`config.mk`:
```
export PLATFORM = sky130hd
export DESIGN_NAME = button_auto_repeat_unit_flat
export DESIGN_NICKNAME = d
export VERILOG_FILES = /design/src/rtl/btnar_pkg.sv /design/src/rtl/btnar_if.sv /design/src/rtl/btnar_mem.sv /design/src/rtl/button_auto_repeat_unit.sv /design/src/flat_wrapper.sv
export SDC_FILE = /design/constraint.sdc
export NUM_CORES = 2
export LEC_CHECK = 0
export BUFFER_PORTS_ARGS = -buffer_cell sky130_fd_sc_hd__buf_2
export CORE_MARGIN = 8
export CORE_UTILIZATION = 60
export DETAILED_ROUTE_END_ITERATION = 8
export MAX_ROUTING_LAYER = met4
export PLACE_DENSITY_LB_ADDON = 0.15
export SYNTH_ARGS = -nofsm -noshare
export SYNTH_HDL_FRONTEND = slang
export SYNTH_SLANG_ARGS = --single-unit
```
`constraint.sdc`:
```
create_clock -name i_clk -period 8.1 [get_ports i_clk]
set_clock_uncertainty 0.05 [all_clocks]
set_input_delay 2.43 -clock i_clk [delete_from_list [all_inputs] [get_ports i_clk]]
set_output_delay 2.43 -clock i_clk [all_outputs]
set_load 0.05 [all_outputs]
```
`src/rtl/btnar_pkg.sv`:
```
// Shared types and constants for the button auto-repeat unit.
package btnar_pkg;

    localparam int CFG_W     = 16;
    localparam int CFG_IDX_W = 2;

    localparam logic [CFG_IDX_W-1:0] CFG_INIT_DELAY   = 2'd0;
    localparam logic [CFG_IDX_W-1:0] CFG_REPEAT_PER   = 2'd1;
    localparam logic [CFG_IDX_W-1:0] CFG_ADVANCE_STEP = 2'd2;

    localparam logic [CFG_W-1:0] RST_INIT_DELAY   = 16'd440;
    localparam logic [CFG_W-1:0] RST_REPEAT_PER   = 16'd35;
    localparam logic [CFG_W-1:0] RST_ADVANCE_STEP = 16'd40;

    typedef struct packed {
        logic [3:0]  button_index;
        logic [7:0]  key_code;
        logic        pressed;
        logic [31:0] time_ms;
    } t_req;

    typedef struct packed {
        logic [7:0] repeat_key;
        logic [3:0] repeat_button;
        logic       last_of_run;
    } t_rep;

    typedef enum logic [2:0] {
        S_IDLE,
        S_NEWP,
        S_READ,
        S_CHECK,
        S_EMIT,
        S_WB
    } t_state;

endpackage

```
`src/rtl/btnar_if.sv`:
```
// Request and result channel interfaces of the button auto-repeat unit.
interface btnar_req_if import btnar_pkg::*; ();
    logic valid;
    logic ready;
    t_req data;

    modport source (output valid, output data, input ready);
    modport sink   (input valid, input data, output ready);
endinterface

interface btnar_rep_if import btnar_pkg::*; ();
    logic valid;
    logic ready;
    t_rep data;

    modport source (output valid, output data, input ready);
    modport sink   (input valid, input data, output ready);
endinterface

```
`src/rtl/btnar_mem.sv`:
```
// Per-button timestamp store: one write port, one read port, registered read data.
module btnar_mem #(
    parameter int DEPTH = 16,
    parameter int WIDTH = 64
) (
    input  logic                                  i_clk,
    input  logic                                  i_we,
    input  logic [(DEPTH > 1 ? $clog2(DEPTH) : 1)-1:0] i_waddr,
    input  logic [WIDTH-1:0]                      i_wdata,
    input  logic                                  i_re,
    input  logic [(DEPTH > 1 ? $clog2(DEPTH) : 1)-1:0] i_raddr,
    output logic [WIDTH-1:0]                      o_rdata
);

    logic [WIDTH-1:0] r_mem [DEPTH];
    logic [WIDTH-1:0] r_rdata;

    always_ff @(posedge i_clk) begin
        if (i_we) begin
            r_mem[i_waddr] <= i_wdata;
        end
    end

    always_ff @(posedge i_clk) begin
        if (i_re) begin
            r_rdata <= r_mem[i_raddr];
        end
    end

    assign o_rdata = r_rdata;

endmodule

```
`src/rtl/button_auto_repeat_unit.sv`:
```
// Button auto-repeat top level: held flags, timestamp store and repeat sequencer.
//
//   channel   dir  handshake          payload
//   i_req     in   valid/ready        button_index, key_code, pressed, time_ms
//   o_rep     out  valid/ready        repeat_key, repeat_button, last_of_run
//   i_cfg_*   in   write enable only  index 0..2, 16-bit data
//
// A release or an out-of-range index is handled in S_IDLE, a new press in S_NEWP.
// A held update reads its timestamps (S_READ) and checks them (S_CHECK), then gives one
// repeat per cycle while the result is not stalled (n repeats, at most MAX_REPEATS) and,
// when n > 0, writes back in S_WB: one read-modify-write pass over the timestamp store.
// Reset clears the held flags, the sequencer and the result valid flag; the
// timestamp store needs no clearing. A stalled result holds the sequencer.
module button_auto_repeat_unit import btnar_pkg::*; #(
    parameter int BUTTONS     = 16,
    parameter int MAX_REPEATS = 16,
    parameter int TIME_BITS   = 32
) (
    input  logic                 i_clk,
    input  logic                 i_rst_n,
    btnar_req_if.sink            i_req,
    btnar_rep_if.source          o_rep,
    input  logic                 i_cfg_we,
    input  logic [CFG_IDX_W-1:0] i_cfg_idx,
    input  logic [CFG_W-1:0]     i_cfg_data
);

    localparam int ADDR_W = (BUTTONS > 1) ? $clog2(BUTTONS) : 1;
    localparam int CNT_W  = $clog2(MAX_REPEATS + 1);

    t_state r_state, n_state;

    logic [CFG_W-1:0] r_delay, r_period, r_step;

    logic [BUTTONS-1:0]   r_held;
    logic [ADDR_W-1:0]    r_addr;
    logic [7:0]           r_key;
    logic [3:0]           r_btn;
    logic [TIME_BITS-1:0] r_now;
    logic [TIME_BITS-1:0] r_press;
    logic [TIME_BITS-1:0] r_next;
    logic [TIME_BITS-1:0] r_elapsed;
    logic                 r_age_ok;
    logic [CNT_W-1:0]     r_count;
    logic                 r_out_valid;
    t_rep                 r_out;

    logic                   w_accept;
    logic                   w_in_range;
    logic [ADDR_W-1:0]      w_addr;
    logic [TIME_BITS-1:0]   w_now;
    logic [TIME_BITS-1:0]   w_delay_ext, w_period_ext, w_step_ext;
    logic [2*TIME_BITS-1:0] w_rdata;
    logic [TIME_BITS-1:0]   w_rd_press, w_rd_next;
    logic [TIME_BITS-1:0]   w_age, w_elapsed;
    logic [TIME_BITS-1:0]   w_elapsed_dec;
    logic [CNT_W-1:0]       w_cnt_inc;
    logic                   w_more;
    logic                   w_out_free;
    logic                   w_emit;
    logic                   w_mem_we;
    logic [2*TIME_BITS-1:0] w_wdata;

    assign w_accept     = i_req.valid && i_req.ready;
    assign w_in_range   = 32'(i_req.data.button_index) < 32'(BUTTONS);
    assign w_addr       = ADDR_W'(i_req.data.button_index);
    assign w_now        = TIME_BITS'(i_req.data.time_ms);
    assign w_delay_ext  = TIME_BITS'(r_delay);
    assign w_period_ext = TIME_BITS'(r_period);
    assign w_step_ext   = TIME_BITS'(r_step);

    // Configuration registers
    always_ff @(posedge i_clk) begin
        if (!i_rst_n) begin
            r_delay  <= RST_INIT_DELAY;
            r_period <= RST_REPEAT_PER;
            r_step   <= RST_ADVANCE_STEP;
        end else if (i_cfg_we) begin
            case (i_cfg_idx)
                CFG_INIT_DELAY:   r_delay  <= i_cfg_data;
                CFG_REPEAT_PER:   r_period <= i_cfg_data;
                CFG_ADVANCE_STEP: r_step   <= i_cfg_data;
                default: ;
            endcase
        end
    end

    // Timestamp store: press time in the upper half, next repeat time below
    btnar_mem #(
        .DEPTH (BUTTONS),
        .WIDTH (2 * TIME_BITS)
    ) u_mem (
        .i_clk   (i_clk),
        .i_we    (w_mem_we),
        .i_waddr (r_addr),
        .i_wdata (w_wdata),
        .i_re    (w_accept),
        .i_raddr (w_addr),
        .o_rdata (w_rdata)
    );

    assign w_rd_press = w_rdata[2*TIME_BITS-1:TIME_BITS];
    assign w_rd_next  = w_rdata[TIME_BITS-1:0];
    assign w_age      = r_now - w_rd_press;
    assign w_elapsed  = r_now - w_rd_next;

    assign w_elapsed_dec = r_elapsed - w_period_ext;
    assign w_cnt_inc     = r_count + 1'b1;
    assign w_more        = (w_cnt_inc < CNT_W'(MAX_REPEATS)) && (w_elapsed_dec > w_period_ext);

    assign w_out_free = !r_out_valid || o_rep.ready;
    assign w_emit     = (r_state == S_EMIT) && w_out_free;

    assign w_mem_we = (r_state == S_NEWP) || (r_state == S_WB);
    assign w_wdata  = (r_state == S_NEWP) ? {r_now, r_now + w_delay_ext} : {r_press, r_next};

    assign i_req.ready = (r_state == S_IDLE);
    assign o_rep.valid = r_out_valid;
    assign o_rep.data  = r_out;

    always_ff @(posedge i_clk) begin
        if (!i_rst_n) begin
            r_state <= S_IDLE;
        end else begin
            r_state <= n_state;
        end
    end

    always_comb begin
        n_state = r_state;
        case (r_state)
            S_IDLE: begin
                if (w_accept && w_in_range && i_req.data.pressed) begin
                    n_state = r_held[w_addr] ? S_READ : S_NEWP;
                end
            end
            S_NEWP:  n_state = S_IDLE;
            S_READ:  n_state = S_CHECK;
            S_CHECK: begin
                if (r_age_ok && !r_elapsed[TIME_BITS-1] && (r_elapsed > w_period_ext)) begin
                    n_state = S_EMIT;
                end else begin
                    n_state = S_IDLE;
                end
            end
            S_EMIT: begin
                if (w_emit && !w_more) begin
                    n_state = S_WB;
                end
            end
            S_WB:    n_state = S_IDLE;
            default: n_state = S_IDLE;
        endcase
    end

    // Held flags: set on a new press, drop on a release
    always_ff @(posedge i_clk) begin
        if (!i_rst_n) begin
            r_held <= '0;
        end else if (w_accept && w_in_range) begin
            r_held[w_addr] <= i_req.data.pressed;
        end
    end

    // Request capture and repeat datapath
    always_ff @(posedge i_clk) begin
        if (w_accept) begin
            r_addr <= w_addr;
            r_key  <= i_req.data.key_code;
            r_btn  <= i_req.data.button_index;
            r_now  <= w_now;
        end
        if (r_state == S_READ) begin
            r_press   <= w_rd_press;
            r_next    <= w_rd_next;
            r_elapsed <= w_elapsed;
            r_age_ok  <= !w_age[TIME_BITS-1] && (w_age >= w_delay_ext);
        end
        if (r_state == S_CHECK) begin
            r_count <= '0;
        end
        if (w_emit) begin
            r_elapsed <= w_elapsed_dec;
            r_next    <= r_next + w_step_ext;
            r_count   <= w_cnt_inc;
            r_out.repeat_key    <= r_key;
            r_out.repeat_button <= r_btn;
            r_out.last_of_run   <= !w_more;
        end
    end

    always_ff @(posedge i_clk) begin
        if (!i_rst_n) begin
            r_out_valid <= 1'b0;
        end else if (w_emit) begin
            r_out_valid <= 1'b1;
        end else if (o_rep.ready) begin
            r_out_valid <= 1'b0;
        end
    end

`ifndef SYNTHESIS
    a_count_cap: assert property (@(posedge i_clk) disable iff (!i_rst_n)
        (r_state == S_EMIT) |-> (r_count < CNT_W'(MAX_REPEATS)))
        else $error("repeat count beyond cap");

    a_emit_elapsed: assert property (@(posedge i_clk) disable iff (!i_rst_n)
        (r_state == S_EMIT) |-> (r_elapsed > w_period_ext))
        else $error("repeat emitted without enough elapsed time");

    a_last_wb: assert property (@(posedge i_clk) disable iff (!i_rst_n)
        (w_emit && !w_more) |=> (r_state == S_WB) && r_out_valid && r_out.last_of_run)
        else $error("final repeat not followed by write-back");

    a_no_rw_clash: assert property (@(posedge i_clk) disable iff (!i_rst_n)
        !(w_mem_we && w_accept))
        else $error("store read and write in the same cycle");

    a_press_held: assert property (@(posedge i_clk) disable iff (!i_rst_n)
        (w_accept && w_in_range && i_req.data.pressed) |=> r_held[$past(w_addr)])
        else $error("press did not mark button held");
`endif

endmodule

```
`src/flat_wrapper.sv`:
```
// flat-port wrapper written by rule: the top's interface ports become plain ports
module button_auto_repeat_unit_flat import btnar_pkg::*;
#(
    parameter int BUTTONS     = 16,
    parameter int MAX_REPEATS = 16,
    parameter int TIME_BITS   = 32
)
  (i_clk, i_rst_n, i_cfg_we, i_cfg_idx, i_cfg_data, i_req_valid, i_req_data, i_req_ready, o_rep_valid, o_rep_data, o_rep_ready);
  btnar_req_if i_req_i ();
  btnar_rep_if o_rep_i ();
  input  logic i_clk;
  input  logic i_rst_n;
  input  logic i_cfg_we;
  input  logic [CFG_IDX_W-1:0] i_cfg_idx;
  input  logic [CFG_W-1:0] i_cfg_data;
  input wire logic [$bits(i_req_i.valid)-1:0] i_req_valid;
  input wire logic [$bits(i_req_i.data)-1:0] i_req_data;
  output wire logic [$bits(i_req_i.ready)-1:0] i_req_ready;
  output wire logic [$bits(o_rep_i.valid)-1:0] o_rep_valid;
  output wire logic [$bits(o_rep_i.data)-1:0] o_rep_data;
  input wire logic [$bits(o_rep_i.ready)-1:0] o_rep_ready;
  assign i_req_i.valid = i_req_valid;
  assign i_req_i.data = i_req_data;
  assign i_req_ready = i_req_i.ready;
  assign o_rep_valid = o_rep_i.valid;
  assign o_rep_data = o_rep_i.data;
  assign o_rep_i.ready = o_rep_ready;
  button_auto_repeat_unit #(.BUTTONS(BUTTONS), .MAX_REPEATS(MAX_REPEATS), .TIME_BITS(TIME_BITS)) u_core (.i_clk(i_clk), .i_rst_n(i_rst_n), .i_req(i_req_i), .o_rep(o_rep_i), .i_cfg_we(i_cfg_we), .i_cfg_idx(i_cfg_idx), .i_cfg_data(i_cfg_data));
endmodule
```
==> impl_metrics.env <==
export IMPL_initial_core_util_pct=60.55
export IMPL_postLayoutCellArea_um2=63150
export IMPL_grt_pass1_vias=31994
export IMPL_first_pass_iters=5
export IMPL_yosysTopAreaCell="edfxtp_1"
export IMPL_p_switching_mw=3.488
export IMPL_max_freq_ghz=0.1906
export IMPL_swShare_pct=23.32
export IMPL_endpoint="u_core.r_age_ok"
export IMPL_finalNetCount=3752
export IMPL_die_x_um=323.1
export IMPL_cp_slowest_stage_delay_ns=0.52
export IMPL_worst_ep_required_time_ns=8.54
export IMPL_track_usage_pct=28.25
export IMPL_ctsResizeCount=0
export IMPL_p_int_mw=11.47
export IMPL_dpl_cell_count=4655
export IMPL_antenna_found_initial=8
export IMPL_cts_buffer_depth=3
export IMPL_core_rowCount=112
export IMPL_synth_top_cell_area_share_pct=66.16
export IMPL_regToRegSetupSlack_ns=2.85
export IMPL_slew_viol_final=0
export IMPL_ys_ff_latch=1315
export IMPL_gr_total_overflow=0
export IMPL_synth_cell_area_um2=56600
export IMPL_cp_start_kind="flip-flop"
export IMPL_syn_nets=3593
export IMPL_dieArea_um2=104400
export IMPL_hp_class="reg2reg"
export IMPL_syn_inst=3377
export IMPL_powerDensity_nw_per_um2=236.8
export IMPL_synthTopCellsByArea="edfxtp_1, mux4_2, ha_1"
export IMPL_startpoint="u_core.r_now[2]"
export IMPL_cts_hold_buffers=0
export IMPL_synth_area_per_cell_um2=16.76
export IMPL_die_y_um=323.1
export IMPL_drv_cap=0
export IMPL_stdcell_count=4895
export IMPL_cts_tree="yes"
export IMPL_min_from="u_core.r_key[0]"
export IMPL_seq_power_share_pct=51.4
export IMPL_peakVddDrop_mv=0.2050
export IMPL_async_flop_share_pct=0
export IMPL_clockRootBuffer="clkbuf_16"
export IMPL_viasPerCell=6.542
export IMPL_drt_iter0_markers=3822
export IMPL_netlist_top_cells_count="edfxtp_1, nand2_1, mux4_2, ha_1, inv_1"
export IMPL_drc=0
export IMPL_io_pins=83
export IMPL_finalSetupTns_ns=0
export IMPL_finalCriticalPeriod_ns=5.248
export IMPL_dpl_cell_area_um2=58850
export IMPL_r2r_end="u_core.r_age_ok"
export IMPL_cpMaxStageDelayCell="edfxtp_1"
export IMPL_dp_hpwl_um=82520
export IMPL_synth_most_common_cell="edfxtp_1"
export IMPL_cts_max_level=4
export IMPL_tightest_slew_ns=1.264
export IMPL_p_leak_nw=21.39
export IMPL_critPathMaxFanout=5
export IMPL_maxSlewHeadroom_pct=15.14
export IMPL_routed_via_count=32024
export IMPL_wl_per_cell_um=28.98
export IMPL_clock_sinks=1315
export IMPL_fin_crit_sh_pct=64.79
export IMPL_grt_max_degree=96
export IMPL_drive_gt1_share_pct=19.84
export IMPL_status="completed"
export IMPL_antenna_left=0
export IMPL_numCtsBuffers=133
export IMPL_final_hold_violation_count=0
export IMPL_rsz0062_at_grt="false"
export IMPL_reg2reg_depth=19
export IMPL_timing_rr_start="u_core.r_now[2]"
export IMPL_power_share_clock_pct=40.2
export IMPL_gp_congestion=0.9458
export IMPL_synth_cell_types=75
export IMPL_arrival_ns=5.69
export IMPL_setup_viol=0
export IMPL_synth_edf_count=1247
export IMPL_seq_area_frac_synth_pct=68.57
export IMPL_clkTransAtPathRegs_ns=0.07
export IMPL_combPwrFrac_pct=8.3
export IMPL_core_um2=93470
export IMPL_crit_chain="ha_1, o211ai_1, a21oi_1, nor4_1, o41ai_1, and2_1, a211oi_1, xnor2_1, ha_1, and3_1, nand3_1, o211ai_1, or3_1, a311oi_1, nand4_1, nor4_1, nand3_1, nor4b_1, a41oi_1"
export IMPL_postCtsSetupRepairBufs=0
export IMPL_clkLatencyLatePin_ns=0.76
export IMPL_grt_pass1_wl_um=209200
export IMPL_critPathKind="reg2reg"
export IMPL_syn_to_final_growth_pct=11.58
export IMPL_worstSetupEndpointType="flip-flop"
export IMPL_portBuffers=82
export IMPL_routed_wl_um=141900
export IMPL_yosys_warnings=0
export IMPL_synthFlopType="edfxtp_1"
==> how the worst min path moves through the flow <==
stage                                  to  cells after the start  slack, ns
floorplan           u_core.o_rep.data[10]                      0       0.35
global placement     u_core.o_rep.data[7]                      0       0.35
detailed placement  u_core.o_rep.data[10]                      0       0.35
CTS                  u_core.o_rep.data[6]                      0       0.37
global route         u_core.o_rep.data[5]                      0       0.37
finish               u_core.o_rep.data[5]                      0       0.37
==> stage by stage <==
step	worst slack (ns)	total power [mW]	hold WS, ns	utilization [%]
CTS	3.054	15.04	0.3681	67.56
global route	2.516	15.42	0.3720	67.56
finish	2.852	14.95	0.3666	67.56
floorplan	1.955	8.647	0.3503	-
global placement	2.949	9.024	0.3524	62.96
detailed placement	2.855	9.058	0.3545	62.96
==> flip-flops by register name (all words and copies together), names as in the netlist <==
register	flops
u_core.o_rep.data	13
u_core.o_rep.valid	1
u_core.r_addr	4
u_core.r_age_ok	1
u_core.r_count	5
u_core.r_delay	16
u_core.r_elapsed	32
u_core.r_held	16
u_core.r_key	8
u_core.r_next	32
u_core.r_now	32
u_core.r_period	16
u_core.r_press	32
u_core.r_state	3
u_core.r_step	16
u_core.u_mem.o_rdata	64
u_core.u_mem.r_mem	1024
==> routing by layer <==
metal	up-vias	GRT usage, %	share of wire (%)
li1	13570	-	-
met1	16457	40.46	41
met2	1738	42.82	47
met3	259	4.374	9.2
met4	0	7.969	2.6
met5	-	-	0
==> worst max-delay path, delay by kind of cell, from the launching register on <==
kind / cells / cell delay, ns
AO/OA/AOI/OAI: 7 / 1.63
XOR/XNOR: 1 / 0.17
adder cells (fa/ha/maj): 2 / 0.69
flip-flops: 1 / 0.52
AND/OR/NAND/NOR: 9 / 1.91
==> power groups by stage <==
stage          sequential (mW)  combinational, mW  clock [mW]
2_1_floorplan             7.77              0.875           0
3_3_place_gp              7.83               1.20           0
3_5_place_dp              7.83               1.23           0
4_1_cts                   7.69               1.24        6.12
5_1_grt                   7.69               1.36        6.37
6_report                  7.69               1.25        6.02
==> kinds of logic (layout without fill, tap and decap cells) <==
| group | after synthesis | in the layout | share of synthesized area [%] |
|---|---|---|---|
| buf+inv | 270 | 533 | 1.806 |
| xor+xnor | 129 | 129 | 1.996 |
| simple gates | 710 | 710 | 5.730 |
| other cells | 0 | 1 | 0 |
| mux | 338 | 338 | 13.17 |
| fa+ha+maj | 148 | 148 | 3.338 |
| compound gates | 467 | 467 | 5.390 |
| flops | 1315 | 1315 | 68.57 |
==> cell type report <==
class                   instances  area, um^2
diodes                          1       2.502
well taps                    1254        1569
repair buffers                158        1057
flip-flops and latches       1315       38810
clock buffers                 163        3451
clock inverters                76       847.1
inverters                     136       515.5
fillers                      6149       30320
multi-input cells            1792       16900
==> placed cells by master (no fill, tap or decap), types with 68 or more instances in the layout <==
cell | Yosys | layout
edfxtp_1 | 1247 | 1247
nand2_1 | 354 | 354
mux4_2 | 325 | 325
ha_1 | 143 | 143
inv_1 | 136 | 134
clkbuf_16 | 0 | 133
o21ai_0 | 123 | 116
a21oi_1 | 102 | 102
nor2_1 | 110 | 98
buf_2 | 4 | 79
xnor2_1 | 72 | 72
buf_4 | 1 | 72
dfxtp_1 | 68 | 68
(Power assumes the default switching activity.)
